==> src/rtl/servo_pulse_sequencer_with_keys_macros.svh <==
// Assertion macros for the servo pulse sequencer.
// Included by the top level; no other dependencies.
`ifndef SERVO_PULSE_SEQUENCER_WITH_KEYS_MACROS_SVH
`define SERVO_PULSE_SEQUENCER_WITH_KEYS_MACROS_SVH

// Same-cycle implication, disabled during reset.
`define SPSK_ASSERT_NOW(label, clk, rst_n, ante, cons, msg) \
    label: assert property (@(posedge clk) disable iff (!rst_n) (ante) |-> (cons)) \
        else $error(msg);

// Next-cycle implication, disabled during reset.
`define SPSK_ASSERT_NEXT(label, clk, rst_n, ante, cons, msg) \
    label: assert property (@(posedge clk) disable iff (!rst_n) (ante) |=> (cons)) \
        else $error(msg);

`endif

==> src/rtl/spsk_pkg.sv <==
// Shared types and constants for the servo pulse sequencer.
// No dependencies.
package spsk_pkg;

    localparam int NUM_SERVOS = 5;
    localparam int WIDTH_W    = 16;
    localparam int PHASE_W    = 3;
    localparam int CFG_IDX_W  = 2;

    typedef logic [WIDTH_W-1:0]                t_width;
    typedef t_width [NUM_SERVOS-1:0]           t_width_arr;
    typedef logic [1:0]                        t_opcode;
    typedef logic [7:0]                        t_char;
    typedef logic [PHASE_W-1:0]                t_phase;

    // Opcodes
    localparam t_opcode OP_TICK   = 2'd0;
    localparam t_opcode OP_KEY    = 2'd1;
    localparam t_opcode OP_SAFE   = 2'd2;
    localparam t_opcode OP_TOGGLE = 2'd3;

    // Config register indexes
    localparam logic [CFG_IDX_W-1:0] CFG_FRAME_PERIOD = 2'd0;
    localparam logic [CFG_IDX_W-1:0] CFG_WIDTH_FLOOR  = 2'd1;
    localparam logic [CFG_IDX_W-1:0] CFG_WIDTH_CEIL   = 2'd2;

    localparam t_width RST_FRAME_PERIOD = 16'd62500;
    localparam t_width RST_WIDTH_FLOOR  = 16'd1562;
    localparam t_width RST_WIDTH_CEIL   = 16'd7812;
    localparam t_width RST_REST_GAP     = 16'd62500;
    localparam t_width WIDTH_STEP       = 16'd10;

    // Phase 5 is the rest gap; phases 0..4 start/pulse servos 1..5
    localparam t_phase PHASE_FIRST = 3'd0;
    localparam t_phase PHASE_REST  = 3'd5;

    localparam t_width_arr SAFE_WIDTHS = {16'd5802, 16'd2122, 16'd6157, 16'd6517, 16'd1992};

    // Key map, servo 1 at index 0
    localparam logic [NUM_SERVOS-1:0][7:0] UP_KEYS = {"t", "r", "e", "w", "q"};
    localparam logic [NUM_SERVOS-1:0][7:0] DN_KEYS = {"g", "f", "d", "s", "a"};
    localparam t_char CHAR_UP_A = "A";
    localparam t_char CHAR_UP_Z = "Z";
    localparam t_char CASE_OFS  = 8'd32;
    localparam int    DIGITAL_ONLY = 3;   // servos below this index ignore keys in analog mode

    typedef struct packed {
        logic [NUM_SERVOS-1:0] servo_lines;
        t_phase                frame_phase;
        logic                  analog_mode;
        logic                  position_changed;
        t_width_arr            widths;
    } t_result;

endpackage

==> src/rtl/spsk_ifs.sv <==
// Valid/ready channel interfaces for the servo pulse sequencer items.
// Depends on spsk_pkg.
interface spsk_in_if;
    import spsk_pkg::*;
    logic    valid;
    logic    ready;
    t_opcode opcode;
    t_char   character;

    modport source (output valid, output opcode, output character, input ready);
    modport sink   (input valid, input opcode, input character, output ready);
endinterface

interface spsk_out_if;
    import spsk_pkg::*;
    logic                  valid;
    logic                  ready;
    logic [NUM_SERVOS-1:0] servo_lines;
    t_phase                frame_phase;
    logic                  analog_mode;
    logic                  position_changed;
    t_width                width_one;
    t_width                width_two;
    t_width                width_three;
    t_width                width_four;
    t_width                width_five;

    modport source (output valid, output servo_lines, output frame_phase, output analog_mode,
                    output position_changed, output width_one, output width_two,
                    output width_three, output width_four, output width_five, input ready);
    modport sink   (input valid, input servo_lines, input frame_phase, input analog_mode,
                    input position_changed, input width_one, input width_two,
                    input width_three, input width_four, input width_five, output ready);
endinterface

==> src/rtl/spsk_width_update.sv <==
// Pulse width update for key, safe-position and other items.
// Depends on spsk_pkg.
module spsk_width_update (
    input  spsk_pkg::t_opcode    i_opcode,
    input  spsk_pkg::t_char      i_character,
    input  logic                 i_mode,
    input  spsk_pkg::t_width     i_width_floor,
    input  spsk_pkg::t_width     i_width_ceil,
    input  spsk_pkg::t_width_arr i_widths,
    output spsk_pkg::t_width_arr o_widths,
    output logic                 o_changed
);
    import spsk_pkg::*;

    t_char                 lower;
    logic                  hit;
    logic [WIDTH_W:0]      up_sum;
    logic [WIDTH_W:0]      dn_floor;

    always_comb begin
        lower    = ((i_character >= CHAR_UP_A) && (i_character <= CHAR_UP_Z))
                   ? i_character + CASE_OFS : i_character;
        o_widths = i_widths;
        o_changed = 1'b0;
        hit      = 1'b0;
        up_sum   = '0;
        dn_floor = {1'b0, i_width_floor} + {1'b0, WIDTH_STEP};
        case (i_opcode)
            OP_SAFE: begin
                o_widths  = SAFE_WIDTHS;
                o_changed = 1'b1;
            end
            OP_KEY: begin
                for (int s = 0; s < NUM_SERVOS; s++) begin
                    up_sum = {1'b0, i_widths[s]} + {1'b0, WIDTH_STEP};
                    if (!hit && !((s < DIGITAL_ONLY) && i_mode)) begin
                        if (lower == UP_KEYS[s]) begin
                            hit = 1'b1;
                            if (up_sum <= {1'b0, i_width_ceil}) begin
                                o_widths[s] = up_sum[WIDTH_W-1:0];
                                o_changed   = 1'b1;
                            end
                        end else if (lower == DN_KEYS[s]) begin
                            hit = 1'b1;
                            if ({1'b0, i_widths[s]} >= dn_floor) begin
                                o_widths[s] = i_widths[s] - WIDTH_STEP;
                                o_changed   = 1'b1;
                            end
                        end
                    end
                end
            end
            default: begin
                o_widths = i_widths;
            end
        endcase
    end

endmodule

==> src/rtl/spsk_out_queue.sv <==
// Two-entry result queue: output register plus skid entry.
// Depends on spsk_pkg.
module spsk_out_queue (
    input  logic              i_clk,
    input  logic              i_rst_n,
    input  logic              i_push,
    input  spsk_pkg::t_result i_data,
    output logic              o_not_full,
    output logic              o_valid,
    input  logic              i_ready,
    output spsk_pkg::t_result o_data
);
    import spsk_pkg::*;

    logic [1:0] r_cnt;
    logic [1:0] n_cnt;
    t_result    r_head;
    t_result    r_skid;
    logic       pop;

    assign pop        = (r_cnt != 2'd0) && i_ready;
    assign o_valid    = (r_cnt != 2'd0);
    assign o_not_full = (r_cnt != 2'd2);
    assign o_data     = r_head;

    always_comb begin
        n_cnt = r_cnt;
        if (i_push && !pop) begin
            n_cnt = r_cnt + 2'd1;
        end else if (pop && !i_push) begin
            n_cnt = r_cnt - 2'd1;
        end
    end

    always_ff @(posedge i_clk) begin
        if (!i_rst_n) begin
            r_cnt <= 2'd0;
        end else begin
            r_cnt <= n_cnt;
        end
    end

    always_ff @(posedge i_clk) begin
        if (i_push && pop) begin
            if (r_cnt == 2'd1) begin
                r_head <= i_data;
            end else begin
                r_head <= r_skid;
                r_skid <= i_data;
            end
        end else if (i_push) begin
            if (r_cnt == 2'd0) begin
                r_head <= i_data;
            end else begin
                r_skid <= i_data;
            end
        end else if (pop) begin
            r_head <= r_skid;
        end
    end

endmodule

==> src/rtl/servo_pulse_sequencer_with_keys.sv <==
// Top level of the five-channel servo pulse sequencer with key control.
// Depends on spsk_pkg, spsk_ifs, spsk_width_update, spsk_out_queue and the macros header.
//
// Usage:
//   i_in  carries items {opcode, character}: tick, received key, safe-position
//         button or analog-mode toggle. o_out returns one result item per input
//         item: servo line levels, frame phase, mode flag, change flag and the
//         five pulse widths after the item.
//   Config: i_cfg_we/i_cfg_index/i_cfg_data write frame_period (0), the width
//         floor (1) and the width ceiling (2); other indexes are dropped.
//   Output: a result is registered into the output queue when its item is accepted.
//   Throughput: one item per cycle while the output queue has room. The sequencer
//         state (timer, phase, widths, mode) updates in the accepting cycle through
//         16-bit compare/add logic; results sit in a two-entry output queue.
//   Stall: while o_out is stalled, i_in stays ready until the queue's skid
//         entry is used, so one extra item is taken before backpressure.
//   Reset: synchronous, active low. Lines low, frame phase shows the rest gap,
//         widths load the safe position, config returns to the 20 ms frame
//         defaults; the first tick starts servo 1.
`include "servo_pulse_sequencer_with_keys_macros.svh"

module servo_pulse_sequencer_with_keys (
    input  logic                               i_clk,
    input  logic                               i_rst_n,
    spsk_in_if.sink                            i_in,
    spsk_out_if.source                         o_out,
    input  logic                               i_cfg_we,
    input  logic [spsk_pkg::CFG_IDX_W-1:0]     i_cfg_index,
    input  spsk_pkg::t_width                   i_cfg_data
);
    import spsk_pkg::*;

    // Config registers
    t_width r_frame_period;
    t_width r_width_floor;
    t_width r_width_ceil;

    // Sequencer state
    t_phase     r_phase;
    t_phase     n_phase;
    t_width     r_tick;
    t_width     n_tick;
    t_width     r_period_now;
    t_width     n_period_now;
    t_width     r_rest_gap;
    t_width     n_rest_gap;
    t_width_arr r_widths;
    t_width_arr n_widths;
    logic       r_mode;
    logic       n_mode;

    logic       accept;
    logic       q_not_full;
    logic       key_changed;
    t_width_arr key_widths;
    t_phase     active;
    t_result    result;
    t_result    q_data;

    assign i_in.ready = q_not_full;
    assign accept     = i_in.valid && q_not_full;

    always_ff @(posedge i_clk) begin
        if (!i_rst_n) begin
            r_frame_period <= RST_FRAME_PERIOD;
            r_width_floor  <= RST_WIDTH_FLOOR;
            r_width_ceil   <= RST_WIDTH_CEIL;
        end else if (i_cfg_we) begin
            case (i_cfg_index)
                CFG_FRAME_PERIOD: r_frame_period <= i_cfg_data;
                CFG_WIDTH_FLOOR:  r_width_floor  <= i_cfg_data;
                CFG_WIDTH_CEIL:   r_width_ceil   <= i_cfg_data;
                default:          r_frame_period <= r_frame_period;
            endcase
        end
    end

    spsk_width_update u_width_update (
        .i_opcode      (i_in.opcode),
        .i_character   (i_in.character),
        .i_mode        (r_mode),
        .i_width_floor (r_width_floor),
        .i_width_ceil  (r_width_ceil),
        .i_widths      (r_widths),
        .o_widths      (key_widths),
        .o_changed     (key_changed)
    );

    // Next state for the accepted item
    always_comb begin
        n_phase      = r_phase;
        n_tick       = r_tick;
        n_period_now = r_period_now;
        n_rest_gap   = r_rest_gap;
        n_mode       = r_mode;
        n_widths     = key_widths;
        case (i_in.opcode)
            OP_TICK: begin
                if (r_tick == r_period_now) begin
                    // segment done: start the next servo pulse or the rest gap
                    n_tick = '0;
                    if (r_phase < PHASE_REST) begin
                        n_rest_gap   = r_frame_period - r_widths[r_phase];
                        n_period_now = r_widths[r_phase];
                        n_phase      = r_phase + 3'd1;
                    end else begin
                        n_period_now = r_rest_gap;
                        n_phase      = PHASE_FIRST;
                    end
                end else begin
                    n_tick = r_tick + 16'd1;
                end
            end
            OP_TOGGLE: begin
                n_mode = ~r_mode;
            end
            default: begin
                n_mode = r_mode;
            end
        endcase
    end

    always_ff @(posedge i_clk) begin
        if (!i_rst_n) begin
            r_phase      <= PHASE_FIRST;
            r_tick       <= '0;
            r_period_now <= '0;
            r_rest_gap   <= RST_REST_GAP;
            r_widths     <= SAFE_WIDTHS;
            r_mode       <= 1'b0;
        end else if (accept) begin
            r_phase      <= n_phase;
            r_tick       <= n_tick;
            r_period_now <= n_period_now;
            r_rest_gap   <= n_rest_gap;
            r_widths     <= n_widths;
            r_mode       <= n_mode;
        end
    end

    // The running segment is the one before the next phase to start
    always_comb begin
        active = (n_phase == PHASE_FIRST) ? PHASE_REST : n_phase - 3'd1;
        result.servo_lines      = (active < PHASE_REST)
                                  ? NUM_SERVOS'(1) << active : '0;
        result.frame_phase      = active;
        result.analog_mode      = n_mode;
        result.position_changed = key_changed;
        result.widths           = n_widths;
    end

    spsk_out_queue u_out_queue (
        .i_clk      (i_clk),
        .i_rst_n    (i_rst_n),
        .i_push     (accept),
        .i_data     (result),
        .o_not_full (q_not_full),
        .o_valid    (o_out.valid),
        .i_ready    (o_out.ready),
        .o_data     (q_data)
    );

    assign o_out.servo_lines      = q_data.servo_lines;
    assign o_out.frame_phase      = q_data.frame_phase;
    assign o_out.analog_mode      = q_data.analog_mode;
    assign o_out.position_changed = q_data.position_changed;
    assign o_out.width_one        = q_data.widths[0];
    assign o_out.width_two        = q_data.widths[1];
    assign o_out.width_three      = q_data.widths[2];
    assign o_out.width_four       = q_data.widths[3];
    assign o_out.width_five       = q_data.widths[4];

    // A finished segment restarts the timer
    `SPSK_ASSERT_NEXT(a_seg_restart, i_clk, i_rst_n,
        accept && (i_in.opcode == OP_TICK) && (r_tick == r_period_now),
        r_tick == '0, "timer not cleared at segment end")
    // Only ticks move the timer and the phase
    `SPSK_ASSERT_NEXT(a_timer_hold, i_clk, i_rst_n,
        !accept || (i_in.opcode != OP_TICK),
        $stable(r_tick) && $stable(r_phase), "timer moved without a tick")
    // At most one servo line high, and only during a pulse phase
    `SPSK_ASSERT_NOW(a_one_line, i_clk, i_rst_n, o_out.valid,
        $onehot0(o_out.servo_lines) &&
        ((o_out.frame_phase == PHASE_REST) == (o_out.servo_lines == '0)),
        "servo lines disagree with frame phase")

endmodule
==> src/flat_wrapper.sv <==
// flat-port wrapper written by rule: the top's interface ports become plain ports
module servo_pulse_sequencer_with_keys_flat import spsk_pkg::*;
  (i_clk, i_rst_n, i_cfg_we, i_cfg_index, i_cfg_data, i_in_valid, i_in_opcode, i_in_character, i_in_ready, o_out_valid, o_out_servo_lines, o_out_frame_phase, o_out_analog_mode, o_out_position_changed, o_out_width_one, o_out_width_two, o_out_width_three, o_out_width_four, o_out_width_five, o_out_ready);
  spsk_in_if i_in_i ();
  spsk_out_if o_out_i ();
  input  logic i_clk;
  input  logic i_rst_n;
  input  logic i_cfg_we;
  input  logic [spsk_pkg::CFG_IDX_W-1:0] i_cfg_index;
  input  spsk_pkg::t_width i_cfg_data;
  input wire logic [$bits(i_in_i.valid)-1:0] i_in_valid;
  input wire logic [$bits(i_in_i.opcode)-1:0] i_in_opcode;
  input wire logic [$bits(i_in_i.character)-1:0] i_in_character;
  output wire logic [$bits(i_in_i.ready)-1:0] i_in_ready;
  output wire logic [$bits(o_out_i.valid)-1:0] o_out_valid;
  output wire logic [$bits(o_out_i.servo_lines)-1:0] o_out_servo_lines;
  output wire logic [$bits(o_out_i.frame_phase)-1:0] o_out_frame_phase;
  output wire logic [$bits(o_out_i.analog_mode)-1:0] o_out_analog_mode;
  output wire logic [$bits(o_out_i.position_changed)-1:0] o_out_position_changed;
  output wire logic [$bits(o_out_i.width_one)-1:0] o_out_width_one;
  output wire logic [$bits(o_out_i.width_two)-1:0] o_out_width_two;
  output wire logic [$bits(o_out_i.width_three)-1:0] o_out_width_three;
  output wire logic [$bits(o_out_i.width_four)-1:0] o_out_width_four;
  output wire logic [$bits(o_out_i.width_five)-1:0] o_out_width_five;
  input wire logic [$bits(o_out_i.ready)-1:0] o_out_ready;
  assign i_in_i.valid = i_in_valid;
  assign i_in_i.opcode = i_in_opcode;
  assign i_in_i.character = i_in_character;
  assign i_in_ready = i_in_i.ready;
  assign o_out_valid = o_out_i.valid;
  assign o_out_servo_lines = o_out_i.servo_lines;
  assign o_out_frame_phase = o_out_i.frame_phase;
  assign o_out_analog_mode = o_out_i.analog_mode;
  assign o_out_position_changed = o_out_i.position_changed;
  assign o_out_width_one = o_out_i.width_one;
  assign o_out_width_two = o_out_i.width_two;
  assign o_out_width_three = o_out_i.width_three;
  assign o_out_width_four = o_out_i.width_four;
  assign o_out_width_five = o_out_i.width_five;
  assign o_out_i.ready = o_out_ready;
  servo_pulse_sequencer_with_keys u_core (.i_clk(i_clk), .i_rst_n(i_rst_n), .i_in(i_in_i), .o_out(o_out_i), .i_cfg_we(i_cfg_we), .i_cfg_index(i_cfg_index), .i_cfg_data(i_cfg_data));
endmodule
==> config.mk <==
export PLATFORM = sky130hd
export DESIGN_NAME = servo_pulse_sequencer_with_keys_flat
export DESIGN_NICKNAME = d
export VERILOG_FILES = /design/src/rtl/spsk_pkg.sv /design/src/rtl/spsk_ifs.sv /design/src/rtl/spsk_width_update.sv /design/src/rtl/spsk_out_queue.sv /design/src/rtl/servo_pulse_sequencer_with_keys.sv /design/src/flat_wrapper.sv
export VERILOG_INCLUDE_DIRS = /design/src /design/src/rtl
export SDC_FILE = /design/constraint.sdc
export NUM_CORES = 1
export LEC_CHECK = 0
export BUFFER_PORTS_ARGS = -buffer_cell sky130_fd_sc_hd__buf_2
export CAP_MARGIN = 20
export CORE_UTILIZATION = 30
export CTS_CLUSTER_DIAMETER = 100
export DETAILED_ROUTE_END_ITERATION = 10
export HOLD_SLACK_MARGIN = 0.05
export PLACE_DENSITY = 0.52
export SKIP_LAST_GASP = 1
export SYNTH_ARGS = -nofsm -noshare
export SYNTH_HDL_FRONTEND = slang
export SYNTH_HIERARCHICAL = 1
export SYNTH_SLANG_ARGS = --single-unit
==> constraint.sdc <==
create_clock -name i_clk -period 9.4 [get_ports i_clk]
set_input_delay 0.47 -clock i_clk [delete_from_list [all_inputs] [get_ports i_clk]]
set_output_delay 0.47 -clock i_clk [all_outputs]
set_load 0.005 [all_outputs]
==> flow_metrics.tcl, run 1 <==
set metrics [dict create \
    reg2reg_to "u_core/u_out_queue/o_data[62]" \
    finClkSkew_ns 0.02080 \
    yosysWarnings 6 \
    fin_ws_ns 3.488 \
    cts_max_level 2 \
    grt_pass1_wl_mm 132.3 \
    drt_iter0_markers 2123 \
    crit_fanout 12 \
    multi_input_area_um2 14600 \
    report.final.slew_viol_count 0 \
    rsz0062_at_grt "no" \
    grt_usage 0.2093 \
    cts_max_path_buffers 3 \
    required_ns 9.74 \
    num_rows 104 \
    clk_latency_ns 0.59 \
    synth_cell_type_count 112 \
    numCtsBuffers 42 \
    routed_wl_mm 89.28 \
    grt_max_degree 61 \
    r2r_setup_slack_ns 3.49 \
    holdBufCountCts 0 \
    drc 0 \
    layout_common_cells "422 x nand2_1, 211 x a21oi_1, 187 x ha_1, 182 x dfxtp_1, 180 x edfxtp_1" \
    cts-resized-gates 0 \
    nets 3014 \
    drv_cap 0 \
    end_kind "flip-flop" \
    place.gp.congestion 0.9922 \
    vias_per_cell 5.587 \
    netlist_area_um2 24680 \
    setup_tns_ns 0 \
    wl_per_cell_um 22.97 \
    hpwl_mm 64.45 \
    relSlewSlack 0.2686 \
    pre_cts_slack_ns 3.627 \
    ant_nets 0 \
    die_w_um 288.8 \
    hold_viol 0 \
    ff2ff_path_depth 17 \
    cpMaxStageDelayCell "o41ai_1" \
    fin_util 0.3418 \
    path_cells "a21oi_1, nor3_1, and3_1, and3_1, nand3_1, xnor2_1, ha_1, a211o_1, nor2b_1, a211o_1, a31oi_1, o41ai_1, nand3_1, o311ai_0, o31ai_1, o211a_1, mux2_2" \
    crit_buf_inv 0 \
    final_common_cell "nand2_1" \
    fin_crit_ns 5.912 \
    startpoint "u_core/r_widths[51]" \
    synth_edf_count 180 \
    portBuffers 124 \
    r2r-start "u_core/r_widths[51]" \
    vias 21720 \
    drt_pass1_iterations 5 \
    critPathKind "flip-flop to flip-flop" \
    path_delay_family "compound AO/OA/AOI/OAI gates" \
    min_path_type "input pin to flip-flop" \
    drive_gt1_frac 0.1381 \
    areaGrowthSynthToFinish_pct 12.08 \
    ys_async_sr_fraction 0 \
    worst_pin_slew_ns 1.089 \
    fin_crit_sh 0.6290 \
    ioPinCount 125 \
    core_um2 80940 \
    p_leak_nw 10.79 \
    synth_seq_cells 362 \
    path_depth 17 \
    outcome "completed" \
    clk_pin_slew_worst_paths_ns 0.06 \
    synthFlopType "dfxtp_1" \
    power_density_nw_per_um2 209.4 \
    seq_area_um2 9049 \
    initial_core_util 0.3050 \
    min_delay_path_depth 3 \
    synth_cells 2742 \
    die_area_um2 83430 \
    fill_cells 8429 \
    max_freq_ghz 0.1691 \
    cts.sink_count 362 \
    cts_tree "done" \
    die_h_um 288.8 \
    post_cts_buffers 0 \
    syn_avg_cell_area_um2 9.002 \
    cp.arrival_ns 6.25 \
    antenna_found_initial 7 \
    start_kind "flip-flop" \
    syn_nets 2965 \
    setup_viol 0 \
    grt_overflow_total 0 \
    ir_worst_vdd_uv 115.2 \
    cts-root-buf "clkbuf_16" \
    yosysSeqAreaShare 0.3666 \
    slowest_delay_ns 0.69 \
    endpoint "u_core/u_out_queue/o_data[62]" \
    grt_pass1_vias 20320 \
]
metal layers:
layer,global-route usage,vias to the layer above,wire (um)
met1,0.2908,10510,40290
met5,0,-,69
li1,-,10250,-
met4,0.08132,10,3365
met3,0.03583,173,6380
met2,0.3218,785,39170
power by group:
group	internal [mW]	total [mW]	switching [mW]	leakage, nW
combinational	0.655	1.69	1.03	6.88
clock	0.990	1.70	0.709	0.686
sequential	2.18	2.41	0.227	3.21
total	3.82	5.79	1.97	10.8
how the worst min path moves through the flow:
stage / from / endpoint / slack [ns]
finish: i_cfg_data[12] / u_core/r_width_ceil[12] / 0.15
global route: i_cfg_data[6] / u_core/r_width_floor[6] / 0.14
CTS: i_cfg_data[6] / u_core/r_width_floor[6] / 0.12
detailed placement: u_core/r_rest_gap[8] / u_core/r_rest_gap[8] / 0.44
global placement: u_core/r_width_ceil[4] / u_core/r_width_ceil[4] / 0.44
floorplan: u_core/r_rest_gap[11] / u_core/r_rest_gap[11] / 0.43
synth_stat cells, types with 28 or more instances:
cell type | n | area (um2)
o21ai_0 | 82 | 410.4
nand3_1 | 115 | 575.6
xor2_1 | 55 | 481.7
nor2b_1 | 30 | 187.7
inv_1 | 88 | 330.3
ha_1 | 189 | 2365
clkbuf_1 | 118 | 442.9
mux2_2 | 83 | 934.7
nor2_1 | 142 | 533.0
a31oi_1 | 38 | 237.7
a21oi_1 | 211 | 1056
edfxtp_1 | 180 | 5405
nor3_1 | 58 | 290.3
a21o_1 | 35 | 262.8
dfxtp_1 | 182 | 3643
nand2_1 | 424 | 1592
xnor2_1 | 73 | 639.4
nand4_1 | 54 | 337.8
o31ai_1 | 28 | 210.2
o211ai_1 | 29 | 217.7
and3_1 | 43 | 269.0
state kept, by name, indices dropped and copies added, names as in the netlist:
name                       count
u_core/r_frame_period         16
u_core/u_out_queue/r_cnt       2
u_core/u_out_queue/r_skid     90
u_core/u_out_queue/o_data     90
u_core/r_phase                 3
u_core/r_tick                 16
u_core/r_widths               80
u_core/r_period_now           16
u_core/r_width_ceil           16
u_core/r_mode                  1
u_core/r_width_floor          16
u_core/r_rest_gap             16
through the flow:
step	instances	instance area, um2	hold slack [ns]	power [mW]
6_report	3887	27660	0.1543	5.792
5_1_grt	3886	27660	0.1366	6.112
4_1_cts	3884	27650	0.1203	5.866
3_5_place_dp	3806	26240	0.4443	4.132
3_3_place_gp	3806	26240	0.4416	4.130
2_1_floorplan	2742	24680	0.4321	3.485
cell type report:
class                   instances  area share
diodes                          2   0.0001809
clock buffers                  50     0.04016
flip-flops and latches        362      0.3271
clock inverters                28     0.01095
multi-input cells            2130      0.5279
repair buffers                165     0.03356
inverters                      90     0.01226
well taps                    1060     0.04794
worst register-to-register path, stage by stage (launching register included):
cell,delay (ns)
dfxtp_1,0.59
a21oi_1,0.19
nor3_1,0.67
and3_1,0.31
and3_1,0.26
nand3_1,0.14
xnor2_1,0.19
ha_1,0.32
a211o_1,0.34
nor2b_1,0.13
a211o_1,0.11
a31oi_1,0.05
o41ai_1,0.69
nand3_1,0.50
o311ai_0,0.52
o31ai_1,0.14
o211a_1,0.26
mux2_2,0.26
logic make-up after synthesis:
family                     after synthesis  synth area share
muxes                                  126           0.06504
DFF                                    362            0.3666
and+or+nand+nor                       1024            0.1986
xor gates and xnor gates               133           0.04947
AOI/OAI and AO/OA                      657            0.1807
adders and majority gates              190           0.09662
buffers and inverters                  250           0.04299
(Power assumes the default switching activity.)
==> run 2: changes to the inputs <==
clock period = 5.8 ns   (was 9.4 ns; I/O delays follow)
==> run 2 against run 1 <==
  * Sequential cell count did not move
  * Hold slack improved by 0.063 ns
  * Non-clock buffer count rose by 63
  * Combinational power increased by 70%
  * Critical path depth increased by 2
  * Critical path type unchanged
  * Largest power group unchanged
==> flow_metrics.tcl, run 2 (same netlist as run 1, synthesis figures left out) <==
set metrics [dict create \
    outcome "completed" \
    core_um2 80940 \
    layout_common_cells "422 x nand2_1, 211 x a21oi_1, 187 x ha_1, 182 x dfxtp_1, 180 x edfxtp_1" \
    fin_crit_sh 0.9142 \
    wl_per_cell_um 22.94 \
    fin_crit_ns 5.302 \
    die_h_um 288.8 \
    cts-root-buf "clkbuf_16" \
    rsz0062_at_grt "no" \
    place.gp.congestion 0.9696 \
    combPwrFrac 0.306 \
    grt_usage 0.2134 \
    start_kind "flip-flop" \
    worst_pin_slew_ns 1.111 \
    path_cells "nand2_1, nor3_1, buf_4, and3_1, and3_1, nand3_1, xnor2_1, ha_1, a211o_1, nor2b_1, a211o_1, a31oi_1, o41ai_1, buf_4, nand3_1, o311ai_0, o31ai_1, o211a_1, mux2_2" \
    die_w_um 288.8 \
    relSlewSlack 0.2534 \
    reg2reg_to "u_core/u_out_queue/o_data[62]" \
    ff2ff_path_depth 19 \
    antenna_found_initial 4 \
    grt_overflow_total 0 \
    p_switching_mw 3.172 \
    max_freq_ghz 0.1886 \
    p_leak_nw 11.09 \
    grt_pass1_wl_mm 135.3 \
    fin_ws_ns 0.4977 \
    routed_wl_mm 90.54 \
    hold_start "i_in_opcode[1]" \
    initial_core_util 0.3050 \
    hold_viol 0 \
    ant_nets 0 \
    required_ns 6.12 \
    p_int_mw 6.225 \
    drc 0 \
    clk_latency_ns 0.58 \
    cts_max_level 2 \
    clk_pin_slew_worst_paths_ns 0.06 \
    cts.sink_count 362 \
    placed_cell_area_um2 26660 \
    crit_fanout 10 \
    num_rows 104 \
    die_area_um2 83430 \
    nets 3077 \
    min_path_type "input pin to flip-flop" \
    hpwl_mm 65.83 \
    drt_pass1_iterations 6 \
    power_density_nw_per_um2 333.1 \
    pre_cts_slack_ns 0.6423 \
    grt_max_degree 90 \
    ioPinCount 125 \
    final_area_um2 28210 \
    areaGrowthSynthToFinish_pct 14.30 \
    vias 22020 \
    grt_pass1_vias 20520 \
    switching_share 0.3375 \
    finClkSkew_ns 0.01969 \
    ir_worst_vdd_uv 154.2 \
    vias_per_cell 5.579 \
    cpMaxStageDelayCell "dfxtp_1" \
    numCtsBuffers 42 \
    min_delay_path_depth 3 \
    cts_tree "done" \
    cp.arrival_ns 5.63 \
    drive_gt1_frac 0.1515 \
    final_common_cell "nand2_1" \
    setup_tns_ns 0 \
    portBuffers 124 \
    end_kind "flip-flop" \
    pwr-share-clk 0.288 \
    report.final.slew_viol_count 0 \
    post_cts_buffers 0 \
    seq_power_share 0.407 \
    drt_iter0_markers 2175 \
    r2r_setup_slack_ns 0.50 \
    cts_max_path_buffers 3 \
    r2r-start "u_core/r_widths[53]" \
    drv_cap 0 \
    setup_viol 0 \
    hold_end "u_core/u_out_queue/r_skid[81]" \
    slowest_delay_ns 0.58 \
    critPathKind "flip-flop to flip-flop" \
]
## run 2: changes by cell type in the layout (fill, tap and decap cells not counted), sizes merged
cell,previous run,this run
clkinv,18,7
diode,2,3
dlygate4sd3,0,16
clkbuf,50,59
inv,92,93
buf,165,212
bufinv,5,2
## run 2: worst max path at each step
| stage | startpoint | end | slack (ns) |
|---|---|---|---|
| final | u_core/r_widths[53] | u_core/u_out_queue/o_data[62] | 0.50 |
| after global routing | u_core/r_widths[53] | u_core/u_out_queue/o_data[62] | 0.03 |
| after CTS | u_core/r_widths[53] | u_core/u_out_queue/o_data[62] | 0.60 |
| after detailed placement | u_core/r_widths[53] | u_core/u_out_queue/o_data[62] | 0.64 |
| after global placement | u_core/r_widths[18] | u_core/u_out_queue/o_data[25] | 0.68 |
| after floorplan | u_core/u_out_queue/r_cnt[0] | u_core/u_out_queue/r_skid[0] | 0.57 |
## run 2: metal layers
metal  routed length, um  up-vias  track usage
li1                    -    10390            -
met1               41560    10620       0.2987
met2               39240      843       0.3266
met3                6475      168      0.03858
met4                3251        2      0.07697
met5                  13        -            0
## run 2: final cells by class
type | count | area [um2]
clock buffer | 59 | 1226
clock inverter | 15 | 155.1
timing repair buffer | 228 | 1499
sequential | 362 | 9049
inverter | 90 | 339.1
antenna | 3 | 7.507
fill | 8437 | 52730
tap | 1060 | 1326
multi-input combinational | 2130 | 14610
## run 2: power groups by stage
| stage | combinational, mW | sequential [mW] | clock [mW] |
|---|---|---|---|
| 2_1_floorplan | 1.77 | 3.86 | 0 |
| 3_3_place_gp | 2.87 | 3.89 | 0 |
| 3_5_place_dp | 2.87 | 3.89 | 0 |
| 4_1_cts | 2.90 | 3.84 | 2.79 |
| 5_1_grt | 3.15 | 3.90 | 2.89 |
| 6_report | 2.87 | 3.82 | 2.70 |
## run 2: worst max-delay path, delay by kind of cell (launching register included)
| kind | cells | cell delay, ns |
|---|---|---|
| AO/OA/AOI/OAI | 7 | 1.85 |
| XOR/XNOR | 1 | 0.28 |
| adder cells (fa/ha/maj) | 1 | 0.31 |
| buffers and inverters | 2 | 0.37 |
| flip-flops | 1 | 0.58 |
| multiplexers | 1 | 0.27 |
| AND/OR/NAND/NOR | 7 | 1.40 |
## run 2: stage by stage
step / total power [mW] / instances / utilization / hold slack [ns]
CTS: 9.531 / 3944 / 0.3485 / 0.1905
finish: 9.397 / 3947 / 0.3486 / 0.2178
floorplan: 5.633 / 2742 / - / 0.4117
global route: 9.942 / 3947 / 0.3486 / 0.2193
detailed placement: 6.762 / 3854 / 0.3294 / 0.4460
global placement: 6.764 / 3853 / 0.3291 / 0.4427
## run 2: what timing repair did
item | CTS | global route
gates resized for setup | 0 | 0
endpoints found under the hold margin | 47 | 0
setup endpoints to repair | 0 | 0
hold buffers | 16 | 0
